### src/rtl/trivium_stream_cipher_top_macros.svh
// assertion macros of the trivium modules, included by trivium_ctrl
`ifndef TRIVIUM_STREAM_CIPHER_TOP_MACROS_SVH
`define TRIVIUM_STREAM_CIPHER_TOP_MACROS_SVH

// same-cycle implication, clocked on clk, off during reset
`define TSC_ASSERT_NOW(label, ante, cons, msg) \
	label: assert property (@(posedge clk) disable iff (!arst_n) (ante) |-> (cons)) \
		else $error(msg);

// next-cycle implication, clocked on clk, off during reset
`define TSC_ASSERT_NEXT(label, ante, cons, msg) \
	label: assert property (@(posedge clk) disable iff (!arst_n) (ante) |=> (cons)) \
		else $error(msg);

`endif

### src/rtl/trivium_pkg.sv
// types, constants and round functions of the trivium keystream block
package trivium_pkg;

	localparam int STATE_BITS      = 288;
	localparam int WARMUP_ROUNDS   = 1152;
	localparam int ROUNDS_PER_STEP = 8;
	localparam int KEY_BITS        = 80;
	localparam int IV_BASE         = 93;
	localparam int CFG_W           = 64;
	localparam int HIGH_W          = KEY_BITS - CFG_W;
	localparam int CNT_RAW_W       = $clog2(WARMUP_ROUNDS + 1);
	localparam int CNT_W           = (CNT_RAW_W > 4) ? CNT_RAW_W : 4;

	// opcodes of an input item
	localparam logic OP_INIT  = 1'b0;
	localparam logic OP_CRYPT = 1'b1;

	// configuration register indexes
	localparam logic [1:0] CFG_KEY_LOW  = 2'd0;
	localparam logic [1:0] CFG_KEY_HIGH = 2'd1;
	localparam logic [1:0] CFG_IV_LOW   = 2'd2;
	localparam logic [1:0] CFG_IV_HIGH  = 2'd3;

	typedef struct packed {
		logic load;   // load key and iv into the state
		logic crypt;  // eight rounds and register the output byte
		logic warm8;  // eight warm-up rounds
		logic warm1;  // one warm-up round
	} cmd_t;

	typedef struct packed {
		logic                  z;
		logic [STATE_BITS-1:0] s;
	} round_t;

	// one trivium round, s_i held at bit i-1
	function automatic round_t trivium_round(input logic [STATE_BITS-1:0] s);
		logic t1;
		logic t2;
		logic t3;
		round_t r;
		t1 = s[65] ^ s[92];
		t2 = s[161] ^ s[176];
		t3 = s[242] ^ s[287];
		r.z = t1 ^ t2 ^ t3;
		t1 = t1 ^ (s[90] & s[91]) ^ s[170];
		t2 = t2 ^ (s[174] & s[175]) ^ s[263];
		t3 = t3 ^ (s[285] & s[286]) ^ s[68];
		r.s = {s[286:177], t2, s[175:93], t1, s[91:0], t3};
		return r;
	endfunction

	// initial state from key and iv, bit 1 of each in the msb
	function automatic logic [STATE_BITS-1:0] load_state(input logic [KEY_BITS-1:0] key,
		input logic [KEY_BITS-1:0] iv);
		logic [STATE_BITS-1:0] s;
		s = '0;
		for (int i = 0; i < KEY_BITS; i++) begin
			s[i]           = key[KEY_BITS-1-i];
			s[IV_BASE + i] = iv[KEY_BITS-1-i];
		end
		s[STATE_BITS-3] = 1'b1;
		s[STATE_BITS-2] = 1'b1;
		s[STATE_BITS-1] = 1'b1;
		return s;
	endfunction

endpackage

### src/rtl/trivium_stream_cipher_top.sv
// top level of the trivium keystream block
// Trivium stream cipher, one byte per data item. Write the key and iv through the
// configuration port (index 0 key_low, 1 key_high, 2 iv_low, 3 iv_high, high parts
// in cfg_data[15:0], key bit 1 and iv bit 1 in the msb of the high parts); the
// port is always ready and writes take effect at the next init. An init item
// (opcode 0) loads the state when it is taken and then runs the warm-up
// (1152 rounds run as eight per clock, any remainder one per clock); item_stall
// is high for the whole warm-up and init gives no result. A data item (opcode 1)
// runs eight unrolled rounds combinationally, so bytes stream at one per clock
// while results are not stalled; data_out is data_byte xor the keystream, first
// keystream bit in bit 0. The result sits in an output register, and a new item
// is taken in the same cycle the previous result transfers. Before any init the
// state is all zeros, so data passes through unchanged.
module trivium_stream_cipher_top import trivium_pkg::*; (
	input  logic                        clk,
	input  logic                        arst_n,
	// input items
	input  logic                        item_valid,
	output logic                        item_stall,
	input  logic                        opcode,
	input  logic [ROUNDS_PER_STEP-1:0]  data_byte,
	// results
	output logic                        result_valid,
	input  logic                        result_stall,
	output logic [ROUNDS_PER_STEP-1:0]  data_out,
	// configuration writes
	input  logic                        cfg_valid,
	output logic                        cfg_ready,
	input  logic [1:0]                  cfg_index,
	input  logic [CFG_W-1:0]            cfg_data
);

	cmd_t cmd;

	// writes must come only while idle, which the block does not enforce; no back-pressure
	assign cfg_ready = 1'b1;

	// sequencing: accept, warm-up count, result valid
	trivium_ctrl u_ctrl (
		.clk          (clk),
		.arst_n       (arst_n),
		.item_valid   (item_valid),
		.opcode       (opcode),
		.item_stall   (item_stall),
		.result_valid (result_valid),
		.result_stall (result_stall),
		.cmd          (cmd)
	);

	// state register, round logic and output byte
	trivium_dp u_dp (
		.clk       (clk),
		.arst_n    (arst_n),
		.cmd       (cmd),
		.cfg_we    (cfg_valid && cfg_ready),
		.cfg_index (cfg_index),
		.cfg_data  (cfg_data),
		.data_byte (data_byte),
		.data_out  (data_out)
	);

endmodule

### src/rtl/trivium_dp.sv
// trivium datapath: key and iv registers, cipher state, output byte
module trivium_dp import trivium_pkg::*; (
	input  logic                         clk,
	input  logic                         arst_n,
	input  cmd_t                         cmd,
	input  logic                         cfg_we,
	input  logic [1:0]                   cfg_index,
	input  logic [CFG_W-1:0]             cfg_data,
	input  logic [ROUNDS_PER_STEP-1:0]   data_byte,
	output logic [ROUNDS_PER_STEP-1:0]   data_out
);

	logic [CFG_W-1:0]            key_low_q;
	logic [HIGH_W-1:0]           key_high_q;
	logic [CFG_W-1:0]            iv_low_q;
	logic [HIGH_W-1:0]           iv_high_q;
	logic [STATE_BITS-1:0]       state_q;
	logic [ROUNDS_PER_STEP-1:0]  data_out_q;
	logic [STATE_BITS-1:0]       state8;
	logic [STATE_BITS-1:0]       state1;
	logic [ROUNDS_PER_STEP-1:0]  ks;
	round_t                      round1;

	// eight chained rounds, first keystream bit in bit 0
	always_comb begin
		round_t r;
		r.s = state_q;
		r.z = 1'b0;
		ks  = '0;
		for (int k = 0; k < ROUNDS_PER_STEP; k++) begin
			r     = trivium_round(r.s);
			ks[k] = r.z;
		end
		state8 = r.s;
	end

	assign round1 = trivium_round(state_q);
	assign state1 = round1.s;

	always_ff @(posedge clk or negedge arst_n) begin
		if (!arst_n) begin
			key_low_q  <= '0;
			key_high_q <= '0;
			iv_low_q   <= '0;
			iv_high_q  <= '0;
		end else if (cfg_we) begin
			case (cfg_index)
				CFG_KEY_LOW:  key_low_q  <= cfg_data;
				CFG_KEY_HIGH: key_high_q <= cfg_data[HIGH_W-1:0];
				CFG_IV_LOW:   iv_low_q   <= cfg_data;
				CFG_IV_HIGH:  iv_high_q  <= cfg_data[HIGH_W-1:0];
				default: ;
			endcase
		end
	end

	always_ff @(posedge clk or negedge arst_n) begin
		if (!arst_n) begin
			state_q <= '0;
		end else if (cmd.load) begin
			state_q <= load_state({key_high_q, key_low_q}, {iv_high_q, iv_low_q});
		end else if (cmd.crypt || cmd.warm8) begin
			state_q <= state8;
		end else if (cmd.warm1) begin
			state_q <= state1;
		end
	end

	always_ff @(posedge clk or negedge arst_n) begin
		if (!arst_n) begin
			data_out_q <= '0;
		end else if (cmd.crypt) begin
			data_out_q <= data_byte ^ ks;
		end
	end

	assign data_out = data_out_q;

endmodule

### src/rtl/trivium_ctrl.sv
// trivium controller: handshakes and warm-up sequencing
`include "trivium_stream_cipher_top_macros.svh"
module trivium_ctrl import trivium_pkg::*; (
	input  logic clk,
	input  logic arst_n,
	input  logic item_valid,
	input  logic opcode,
	output logic item_stall,
	output logic result_valid,
	input  logic result_stall,
	output cmd_t cmd
);

	localparam logic ST_IDLE = 1'b0;
	localparam logic ST_WARM = 1'b1;
	localparam logic [CNT_W-1:0] WARM_START = CNT_W'(WARMUP_ROUNDS);
	localparam logic [CNT_W-1:0] STEP_LEN   = CNT_W'(ROUNDS_PER_STEP);
	localparam logic [CNT_W-1:0] ONE_LEN    = CNT_W'(1);

	logic             state_q;
	logic [CNT_W-1:0] cnt_q;
	logic             result_valid_q;
	logic             accept;
	logic [CNT_W-1:0] cnt_next;

	assign item_stall = (state_q != ST_IDLE) || (result_valid_q && result_stall);
	assign accept     = item_valid && !item_stall;

	always_comb begin
		cmd       = '0;
		cmd.load  = accept && (opcode == OP_INIT);
		cmd.crypt = accept && (opcode == OP_CRYPT);
		cmd.warm8 = (state_q == ST_WARM) && (cnt_q >= STEP_LEN);
		cmd.warm1 = (state_q == ST_WARM) && (cnt_q < STEP_LEN);
	end

	assign cnt_next = cmd.warm8 ? (cnt_q - STEP_LEN) : (cnt_q - ONE_LEN);

	always_ff @(posedge clk or negedge arst_n) begin
		if (!arst_n) begin
			state_q <= ST_IDLE;
			cnt_q   <= '0;
		end else begin
			case (state_q)
				ST_IDLE: begin
					if (cmd.load) begin
						state_q <= ST_WARM;
						cnt_q   <= WARM_START;
					end
				end
				ST_WARM: begin
					cnt_q <= cnt_next;
					if (cnt_next == '0) begin
						state_q <= ST_IDLE;
					end
				end
				default: begin
					state_q <= ST_IDLE;
					cnt_q   <= '0;
				end
			endcase
		end
	end

	always_ff @(posedge clk or negedge arst_n) begin
		if (!arst_n) begin
			result_valid_q <= 1'b0;
		end else if (cmd.crypt) begin
			result_valid_q <= 1'b1;
		end else if (!result_stall) begin
			result_valid_q <= 1'b0;
		end
	end

	assign result_valid = result_valid_q;

	`TSC_ASSERT_NOW(a_warm_blocks_input, state_q == ST_WARM, item_stall, "item taken during warm-up")
	`TSC_ASSERT_NOW(a_warm_count_live, state_q == ST_WARM, cnt_q != '0, "warm-up count ran out")
	`TSC_ASSERT_NEXT(a_init_starts_warm, cmd.load, state_q == ST_WARM, "init did not start warm-up")
	`TSC_ASSERT_NEXT(a_crypt_gives_result, cmd.crypt, result_valid_q, "data item gave no result")

endmodule

### config.mk
export PLATFORM = sky130hd
export DESIGN_NAME = trivium_stream_cipher_top
export DESIGN_NICKNAME = d
export VERILOG_FILES = /design/src/rtl/trivium_pkg.sv /design/src/rtl/trivium_stream_cipher_top.sv /design/src/rtl/trivium_dp.sv /design/src/rtl/trivium_ctrl.sv
export VERILOG_INCLUDE_DIRS = /design/src /design/src/rtl
export SDC_FILE = /design/constraint.sdc
export NUM_CORES = 1
export LEC_CHECK = 0
export BUFFER_PORTS_ARGS = -buffer_cell sky130_fd_sc_hd__buf_2
export CORE_UTILIZATION = 56
export DETAILED_ROUTE_END_ITERATION = 6
export MAX_ROUTING_LAYER = met4
export PLACE_DENSITY_LB_ADDON = 0.1
export SYNTH_ARGS = -nofsm -noshare
export SYNTH_HDL_FRONTEND = slang
export SYNTH_SLANG_ARGS = --single-unit
### constraint.sdc
create_clock -name clk -period 2.2 [get_ports clk]
set_input_delay 0.33 -clock clk [delete_from_list [all_inputs] [get_ports clk]]
set_output_delay 0.33 -clock clk [all_outputs]
set_load 0.1 [all_outputs]
# Word-level counts from Yosys, hierarchy flattened
# Index checks and enable logic that the tools add are counted.
[word_totals]
register_bits = 469
in_bits = 80
output_inout_bits = 11
elab_cells = 160
[classes]
n_addsub = 2
order_cmp = 2
eq_ne = 5
mux = 11
bitwise_logic = 115
n_reduce_logical = 16
[op_table]
columns = ["cell", "n"]
rows = [
  ["$mux W288", 3],
  ["$xor A1 B1 Y1", 88],
  ["$and A1 B1 Y1", 24],
  ["$mux W11", 2],
  ["$pmux W11 S2", 1],
  ["$ge A11 B4 Y1 const B", 1],
  ["$logic_not A11 Y1", 1],
  ["$lt A11 B4 Y1 const B", 1],
  ["$sub A11 B1 Y11 const B", 1],
  ["$sub A11 B4 Y11 const B", 1],
  ["$reduce_and A2 Y1", 4],
  ["$xor A8 B8 Y8", 1],
  ["$logic_and A1 B1 Y1", 6],
  ["$eq A2 B2 Y1 const B", 2],
  ["$mux W1", 4],
  ["$reduce_bool A3 Y1", 1],
  ["$eq A2 B1 Y1 const B", 1],
  ["$logic_not A2 Y1", 1],
  ["$logic_or A1 B1 Y1", 2],
  ["$ne A2 B1 Y1 const B", 1],
  ["$ne A2 B2 Y1 const B", 1],
  ["$not A1 Y1", 2],
  ["$pmux W1 S2", 1],
  ["$logic_not A1 Y1", 1],
]

# Logic depth before layout (Yosys ltp)
# Gate-level depths: netlist of run 1.
[depth]
depth_word = 8
ltp_mapped = 11
mapped_depth_nobuf = 8

# Modules after synthesis
# Synthesis of run 1 repeated with hierarchy kept, for this count alone.
[unflattened]
cells_unflattened = 2085
hier_area_um2 = 22967.0
[modules_own_cells]
columns = ["mod", "instances", "cells_per_inst", "area_per_inst_um2", "seq_area_each_um2"]
rows = [
  ["trivium_dp", 1, 1978, 22027.4, 11410.9],
  ["trivium_ctrl", 1, 105, 928.4, 325.3],
  ["trivium_stream_cipher_top", 1, 2, 11.3, 0.0],
]

# Worst setup path after synthesis of run 1
# OpenSTA, ideal clock, no wires.
[synth_path]
path_kind = "register -> register"
startpoint = "register u_ctrl.result_valid_q, in the netlist u_ctrl.result_valid"
endpoint = "register u_dp.state_q[67]"
setup_time_ns = 0.136
arrival_time_ns = 2.283
required_ns = 2.064
slack_ns = -0.220
stages_incl_launch_ff = 9
path_cell_list = "dfrtp_1 a21oi_1 nand2_1 or2_1 buf_2 nand2_1 clkbuf_1 clkbuf_1 o21ai_0"
[synth_between]
elab_chain_cells = 8
elab_cells_between_ends = 10
cone_classes = "2 x mux; 8 x reduce/logical"
[synth_rtl]
columns = ["element", "line", "text"]
rows = [
  ["start: declaration", "trivium_ctrl.sv:22", "logic result_valid_q;"],
  ["start signal: assignment", "trivium_ctrl.sv:67", "result_valid_q <= 1'b0;"],
  ["start signal: assignment", "trivium_ctrl.sv:69", "result_valid_q <= 1'b1;"],
  ["start signal: assignment", "trivium_ctrl.sv:71", "result_valid_q <= 1'b0;"],
  ["$logic_and A1 B1 Y1 (*)", "trivium_ctrl.sv:26", "assign item_stall = (state_q != ST_IDLE) || (result_valid_q && result_stall);"],
  ["$logic_or A1 B1 Y1 (*)", "trivium_ctrl.sv:26", ""],
  ["$logic_not A1 Y1 (*)", "trivium_ctrl.sv:27", "assign accept = item_valid && !item_stall;"],
  ["$logic_and A1 B1 Y1 (*)", "trivium_ctrl.sv:27", ""],
  ["$logic_and A1 B1 Y1", "trivium_ctrl.sv:32", "cmd.crypt = accept && (opcode == OP_CRYPT);"],
  ["$logic_or A1 B1 Y1", "trivium_dp.sv:62", "end else if (cmd.crypt || cmd.warm8) begin"],
  ["$mux W288", "trivium_dp.sv:62", ""],
  ["$mux W288", "trivium_dp.sv:60", "end else if (cmd.load) begin"],
  ["end signal: assignment", "trivium_dp.sv:61", "state_q <= load_state({key_high_q, key_low_q}, {iv_high_q, iv_low_q});"],
  ["end signal: assignment", "trivium_dp.sv:63", "state_q <= state8;"],
  ["end signal: assignment", "trivium_dp.sv:65", "state_q <= state1;"],
  ["end: declaration", "trivium_dp.sv:17", "logic [STATE_BITS-1:0] state_q;"],
]
# Every way passes the cells marked *; elsewhere a longest branch is shown, timed or not.
# A chain may end at the register's enable or synchronous reset.

# Worst setup path in the final report of run 1
[layout_path]
startpoint = "register u_ctrl.cnt_q[6]"
endpoint = "register u_dp.state_q[170]"
[layout_between]
elab_chain_cells = 5
elab_cells_between_ends = 8
cone_classes = "2 x order compare; 2 x mux; 4 x reduce/logical"
[layout_rtl]
columns = ["element", "line", "text"]
rows = [
  ["start: declaration", "trivium_ctrl.sv:21", "logic [CNT_W-1:0] cnt_q;"],
  ["start signal: assignment", "trivium_ctrl.sv:52", "cnt_q <= cnt_next;"],
  ["$ge A11 B4 Y1", "trivium_ctrl.sv:33", "cmd.warm8 = (state_q == ST_WARM) && (cnt_q >= STEP_LEN);"],
  ["$logic_and A1 B1 Y1", "trivium_ctrl.sv:33", ""],
  ["$logic_or A1 B1 Y1", "trivium_dp.sv:62", ""],
  ["$mux W288", "trivium_dp.sv:62", ""],
  ["$mux W288", "trivium_dp.sv:60", ""],
]
# Several ways; a longest one is shown, not always the timed one.

==> metrics.txt, run 1 <==
GPL Wtd Cong 0.906; later-pin clock latency in the skew report 0.61 ns; Area Growth Syn to Fin 18.7%; number of clock sinks 469; core area 0.0400 mm^2; Cell variety after synth 49; combinational share of power 41.4%; wire length per cell after detailed routing 22.3 um; count of inserted antenna diode cells 0; worst setup path class reg -> reg; combined global-route utilization of all metal layers 31.4%; power density cells 1530 mW/mm^2; switching pwr 16,300 uW; type of the tightest min-delay check in -> reg; number of hold violations in the final report 0; clock tree buffer depth 3; Internal 25,300 uW; Die X-Extent 204 um; Reg clk slew, reported paths 0.06 ns; actual slew at the worst max-slew pin 0.540 ns; Max H-tree Level 2; Final Critical Period 2.18 ns; total wire length after detailed routing 62,200 um; maximum number of pins on one net before global-route repair 110; Worst EP required 2.68 ns; crit path capture u_dp.state_q[170]; maximum clock frequency 459 MHz; global-route wire length before repair 98,400 um; fraction of layout instances using a drive strength above 1 23.2%; leakage power of the design 0.0126 uW; Critical Path Start Type flip-flop; setup repair after global routing missed its margin true; startpoint of the worst register-to-register path u_ctrl.cnt_q[6]; Worst EP arrival 2.65 ns; number of port buffers 89; critical path launch point u_ctrl.cnt_q[6]; Sequential Power Share 37.3%; worst-case register-to-register setup slack 0.02 ns; number of vias after detailed routing 17,200; synthesized flop and latch total 469; antenna violations before repair 0; multi-input logic area 0.0105 mm^2; netlist area before placement 0.0229 mm^2; first-pass iteration count of the detailed router 6; number of cells on the worst reg-to-reg path 7; normalized max-slew margin 63.9%; clock tree root buffer cell sky130_fd_sc_hd__clkbuf_16; number of clock buffers inserted by TritonCTS 51; number of ports placed on the die boundary 91; die outline area 0.0417 mm^2; critical path peak fanout 61; Vias per Instance 6.16; Total Power 41,600 uW; Avg Synthesized Cell Area 11.0 um^2; CTS tree done; Die Y 204 um; Routed Antenna Nets 0; Final Skew 0.0196 ns; switching part of the total power 39.2%; post-route worst setup slack 0.0226 ns; Synth async-reset ratio 100%; number of DRC violations after detailed routing 0; Max Slew Vio Count 0; Starting Density 57.3%; grt total ovfl 0; Ys Warns 0; Finished Layout Cells 2,784; Register Area 0.0117 mm^2; Setup crit end kind flip-flop; Fillers 3,049; dominant register cell in the synthesized netlist sky130_fd_sc_hd__dfrtp_1; count of flip-flops with a built-in enable after synthesis 0; peak ir drop on the vdd network 0.897 mV; count of mapped cells out of synthesis 2,074; capture point of the worst reg-to-reg path u_dp.state_q[170]; number of placement rows 73; number of nets produced by synthesis 2,158; post-place setup slack -0.0506 ns; Setup violations, final 0; HPWL reported at the end of detailed placement 41,200 um; number of global-route vias before repair 17,400; post-route clock period utilization 99.0%; 1st-iter DRT viols 1,161; sequential element share of the synthesized area 51.2%; Placed Cells 2,633; number of nets at the end of the flow 2,305; run status finished clean; number of max-cap violations 0; power share of the clock group 21.3%
==> cell type report <==
| cell class | count | area share, % |
|---|---|---|
| Sequential cell | 469 | 43.2 |
| Multi-Input combinational cell | 1421 | 38.5 |
| Timing Repair Buffer | 269 | 9.32 |
| Clock buffer | 76 | 5.63 |
| Tap cell | 525 | 2.42 |
| Clock inverter | 15 | 0.801 |
| Inverter | 9 | 0.124 |
==> stage by stage <==
stage          hold slack, ns  area [um^2]  TNS [ns]  util, %
6_report               0.0428        27200         0     68.0
5_1_grt                0.0537        27200    -0.673     68.0
4_1_cts                0.0139        26900   -0.0486     67.2
3_5_place_dp            0.287        24600    -0.159     61.4
3_3_place_gp            0.289        24600   -0.0450     61.4
2_1_floorplan          0.0344        22900         0        -
==> metal layers <==
| layer | up-vias | wire [um] | global-route usage, % |
|---|---|---|---|
| met5 | - | 0 | - |
| met4 | 0 | 2360 | 12.3 |
| met3 | 135 | 2970 | 3.76 |
| met2 | 490 | 30300 | 50.4 |
| met1 | 8682 | 26500 | 40.8 |
| li1 | 7856 | - | - |
==> worst max-delay path, stage by stage (launching register included) <==
cell                       delay, ns
sky130_fd_sc_hd__dfrtp_2        0.44
sky130_fd_sc_hd__nor4_4         0.35
sky130_fd_sc_hd__nand4_2        0.17
sky130_fd_sc_hd__a21o_4         0.26
sky130_fd_sc_hd__buf_12         0.19
sky130_fd_sc_hd__and3_1         0.21
sky130_fd_sc_hd__a211oi_1       0.25
sky130_fd_sc_hd__o21ai_0        0.14
==> Yosys cell counts, types with 2 or more instances <==
master / instances / area [um^2]
sky130_fd_sc_hd__and3_1: 63 / 394
sky130_fd_sc_hd__nand3_1: 2 / 10.0
sky130_fd_sc_hd__o311ai_0: 2 / 17.5
sky130_fd_sc_hd__nand2b_1: 2 / 12.5
sky130_fd_sc_hd__mux2_2: 160 / 1800
sky130_fd_sc_hd__clkbuf_1: 111 / 417
sky130_fd_sc_hd__buf_2: 34 / 170
sky130_fd_sc_hd__mux2i_1: 213 / 2130
sky130_fd_sc_hd__nor2b_1: 2 / 12.5
sky130_fd_sc_hd__ha_1: 4 / 50.1
sky130_fd_sc_hd__o22ai_1: 2 / 12.5
sky130_fd_sc_hd__a22oi_1: 85 / 638
sky130_fd_sc_hd__xnor2_1: 82 / 718
sky130_fd_sc_hd__clkbuf_2: 6 / 30.0
sky130_fd_sc_hd__a211oi_1: 187 / 1400
sky130_fd_sc_hd__o21ai_0: 148 / 741
sky130_fd_sc_hd__nor3_1: 6 / 30.0
sky130_fd_sc_hd__nor4_4: 2 / 42.5
sky130_fd_sc_hd__nor2_1: 148 / 556
sky130_fd_sc_hd__o31ai_1: 4 / 30.0
sky130_fd_sc_hd__dfrtp_1: 469 / 11700
sky130_fd_sc_hd__buf_4: 6 / 45.0
sky130_fd_sc_hd__a31oi_1: 2 / 12.5
sky130_fd_sc_hd__xor2_1: 20 / 175
sky130_fd_sc_hd__nand3b_1: 2 / 15.0
sky130_fd_sc_hd__o21ai_1: 91 / 455
sky130_fd_sc_hd__a22o_1: 2 / 17.5
sky130_fd_sc_hd__o211ai_1: 19 / 143
sky130_fd_sc_hd__inv_1: 9 / 33.8
sky130_fd_sc_hd__nand2_1: 117 / 439
sky130_fd_sc_hd__buf_12: 7 / 140
sky130_fd_sc_hd__a21oi_1: 38 / 190
sky130_fd_sc_hd__buf_6: 11 / 124
sky130_fd_sc_hd__nor3b_1: 3 / 22.5
==> logic make-up (layout without fill, tap and decap cells) <==
group	after synthesis	count (layout)	share of synthesized area, %
other cells	1	1	0.0164
buf+inv	184	369	4.19
mux	373	373	17.2
compound gates	585	585	16.2
flops	469	469	51.2
xor+xnor	102	102	3.90
fa+ha+maj	4	4	0.218
simple gates	356	356	7.08
==> cells in the final DEF, fill, tap and decap left out, drive strengths merged, types with 78 or more instances in the layout <==
cell type / Yosys / final
dfrtp: 469 / 469
o21ai: 239 / 239
buf: 58 / 218
mux2i: 213 / 213
a211oi: 187 / 187
mux2: 160 / 160
nor2: 148 / 148
nand2: 118 / 118
a22oi: 85 / 85
xnor2: 82 / 82
clkbuf: 117 / 78
==> timing repair <==
item,4_1_cts,5_1_grt
resized for setup,15,44
pin swaps,4,7
gates cloned,0,3
setup endpoints to repair,10,180
hold buffers,49,0
buffers inserted,2,6
endpoints found under the hold margin,137,0
==> state kept, by name, summed over array words and instances (netlist names) <==
name and cells:
u_dp.iv_low_q 64, u_ctrl.result_valid 1, u_dp.state_q 288, u_ctrl.cnt_q 11, u_ctrl.state_q 1, u_dp.iv_high_q 16, u_dp.key_high_q 16, u_dp.data_out 8
u_dp.key_low_q 64
==> how the worst min path moves through the flow <==
stage	startpoint	endpoint	depth (start not counted)	slack [ns]
final	result_stall	u_ctrl.result_valid	3	0.04
after global routing	result_stall	u_ctrl.result_valid	3	0.05
after global placement	arst_n	u_dp.state_q[209]	1	0.29
after CTS	result_stall	u_ctrl.result_valid	3	0.01
after detailed placement	arst_n	u_dp.state_q[209]	1	0.29
after floorplan	arst_n	u_ctrl.cnt_q[0]	0	0.03
==> power groups by stage <==
stage | clock network [uW] | registers [uW] | logic (uW)
after floorplan | 0 | 14500 | 11600
after global placement | 0 | 15400 | 16200
after detailed placement | 0 | 15400 | 16500
after CTS | 9030 | 15400 | 16800
after global routing | 9350 | 15800 | 18800
final | 8860 | 15500 | 17200
(Power assumes the default switching activity.)
==> inputs of run 2 (changes only) <==
--- a/config.mk
+++ b/config.mk
@@ -7,6 +7,7 @@
 export NUM_CORES = 1
 export LEC_CHECK = 0
 export BUFFER_PORTS_ARGS = -buffer_cell sky130_fd_sc_hd__buf_2
+export CORE_ASPECT_RATIO = 1.4
 export CORE_UTILIZATION = 56
 export DETAILED_ROUTE_END_ITERATION = 6
 export MAX_ROUTING_LAYER = met4
==> metrics.txt, run 2 (synthesis results as in run 1) <==
Reg clk slew, reported paths 0.07 ns; Post-Route Utilization 70.2%; GPL Wtd Cong 0.884; fraction of layout instances using a drive strength above 1 30.9%; number of hold violations in the final report 0; number of max-cap violations 0; number of global-route vias before repair 17,400; combined global-route utilization of all metal layers 31.9%; Finished Layout Cells 2,791; peak ir drop on the vdd network 0.769 mV; largest registers ranked by flip-flop count u_dp.state_q x288, u_dp.iv_low_q x64, u_dp.key_low_q x64; largest register by flop count u_dp.state_q; later-pin clock latency in the skew report 0.58 ns; post-route worst setup slack -0.0589 ns; normalized max-slew margin 57.7%; aggregate negative setup slack -0.520 ns; Die Y 241 um; number of clock buffers inserted by TritonCTS 46; Setup violations, final 23; critical path depth in cells 10; number of placement rows 87; leakage power of the design 0.0128 uW; maximum number of pins on one net before global-route repair 72; number of ports placed on the die boundary 91; number of DRC violations after detailed routing 0; Placed Cells 2,634; maximum clock frequency 443 MHz; Critical Path Start Type flip-flop; actual slew at the worst max-slew pin 0.630 ns; worst setup path class reg -> reg; Crit path max-delay family simple AND/OR/NAND/NOR gates; setup repair after global routing missed its margin true; slowest stage delay, CP 0.39 ns; most common cell after layout, fill and taps aside sky130_fd_sc_hd__dfrtp_1; Fillers 2,902; count of inserted antenna diode cells 0; antenna violations before repair 0; Setup crit end kind flip-flop; grt total ovfl 0; HPWL reported at the end of detailed placement 43,000 um; Worst EP arrival 2.75 ns; violated checks setup timing; Final Skew 0.0258 ns; CTS tree done; Worst EP required 2.69 ns; critical path peak fanout 12; Starting Density 56.9%; die outline area 0.0417 mm^2; first-pass iteration count of the detailed router 5; Final Critical Period 2.26 ns; type of the tightest min-delay check in -> reg; total wire length after detailed routing 67,400 um; buffer and inverter count on the worst path 3; Area Growth Syn to Fin 23.3%; cell-by-cell listing of the critical path inv_2 -> ha_4 -> nor3b_4 -> and2_4 -> a21oi_4 -> nor2_4 -> buf_12 -> clkbuf_16 -> nor2_1 -> a211oi_1; run status complete, but fails checks; global-route wire length before repair 101,000 um; power density cells 1560 mW/mm^2; Vias per Instance 6.31; Register Area 0.0117 mm^2; Hold Path Depth 2; Die X-Extent 173 um; number of clock sinks 469; clock tree root buffer cell sky130_fd_sc_hd__clkbuf_16; clock tree buffer depth 3; post-route clock period utilization 103%; number of vias after detailed routing 17,600; wire length per cell after detailed routing 24.2 um; Max H-tree Level 2; multi-input logic area 0.0112 mm^2; Routed Antenna Nets 0; number of cells on the worst reg-to-reg path 10; number of nets at the end of the flow 2,305; number of port buffers 89; Largest register FFs 288; most used cells in the layout excluding fill and tap cells 466 x sky130_fd_sc_hd__dfrtp_1, 211 x sky130_fd_sc_hd__mux2i_1, 160 x sky130_fd_sc_hd__mux2_2, 122 x sky130_fd_sc_hd__o21ai_0, 120 x sky130_fd_sc_hd__a211oi_2; core area 0.0403 mm^2; Max Slew Vio Count 0; Critical Path Slowest Stage Cell sky130_fd_sc_hd__dfrtp_1; 1st-iter DRT viols 1,403
run 2: cell count changes in the layout (fill, tap and decap cells not counted), sizes merged:
cell | previous run | this run
clkinv | 9 | 14
dlygate4sd3 | 49 | 40
bufinv | 4 | 7
buf | 218 | 217
run 2: path summary, 6_finish.rpt:
| check | startpoint | to | slack [ns] |
|---|---|---|---|
| worst max-delay path | u_ctrl.cnt_q[3] | u_dp.state_q[199] | -0.06 |
| worst min-delay path | cfg_data[52] | u_dp.iv_low_q[52] | 0.02 |
| worst max register to register | u_ctrl.cnt_q[3] | u_dp.state_q[199] | -0.06 |
| worst min register to register | u_dp.data_out[0] | u_dp.data_out[0] | 0.49 |
| max in group asynchronous | arst_n | u_dp.state_q[274] | 1.14 |
| min in group asynchronous | arst_n | u_ctrl.cnt_q[9] | 0.27 |
run 2: layout make-up:
class / count / area share, %
Timing Repair Buffer: 274 / 10.6
Clock buffer: 61 / 4.56
Clock inverter: 23 / 1.13
Multi-Input combinational cell: 1421 / 39.6
Sequential cell: 469 / 41.6
Tap cell: 534 / 2.36
Inverter: 9 / 0.120
run 2: timing repair:
item	CTS	global route
cloned	1	19
endpoints found under the setup margin	27	257
pin swaps	1	27
hold endpoints to repair	109	0
setup buffers	0	13
resized for setup	8	277
hold buffers	40	0
run 2: layer usage:
metal  global-route usage [%]  vias to the layer above  routed length (um)
li1                         -                     7821                   -
met5                        -                        -                   0
met2                     54.9                      609               35100
met4                     16.5                        0                3920
met3                     2.89                      205                2720
met1                     37.6                     8967               25700
run 2: where the power goes:
part | leakage, uW | internal [uW] | switching [uW] | total, uW
Sequential | 0.00565 | 12000 | 3820 | 15800
Clock | 0.000796 | 4960 | 3520 | 8480
Combinational | 0.00638 | 9350 | 10300 | 19700
run 2: through the flow:
step                cell area [um^2]  hold slack, ns  total power, uW  setup WS (ns)
finish                         28300          0.0185            43900        -0.0589
global route                   28300       -0.000314            46200         -0.171
CTS                            26600         0.00127            40400       -0.00168
detailed placement             24500           0.281            31700        -0.0239
global placement               24500           0.286            31200       -0.00730
floorplan                      22900          0.0344            26100        0.00388
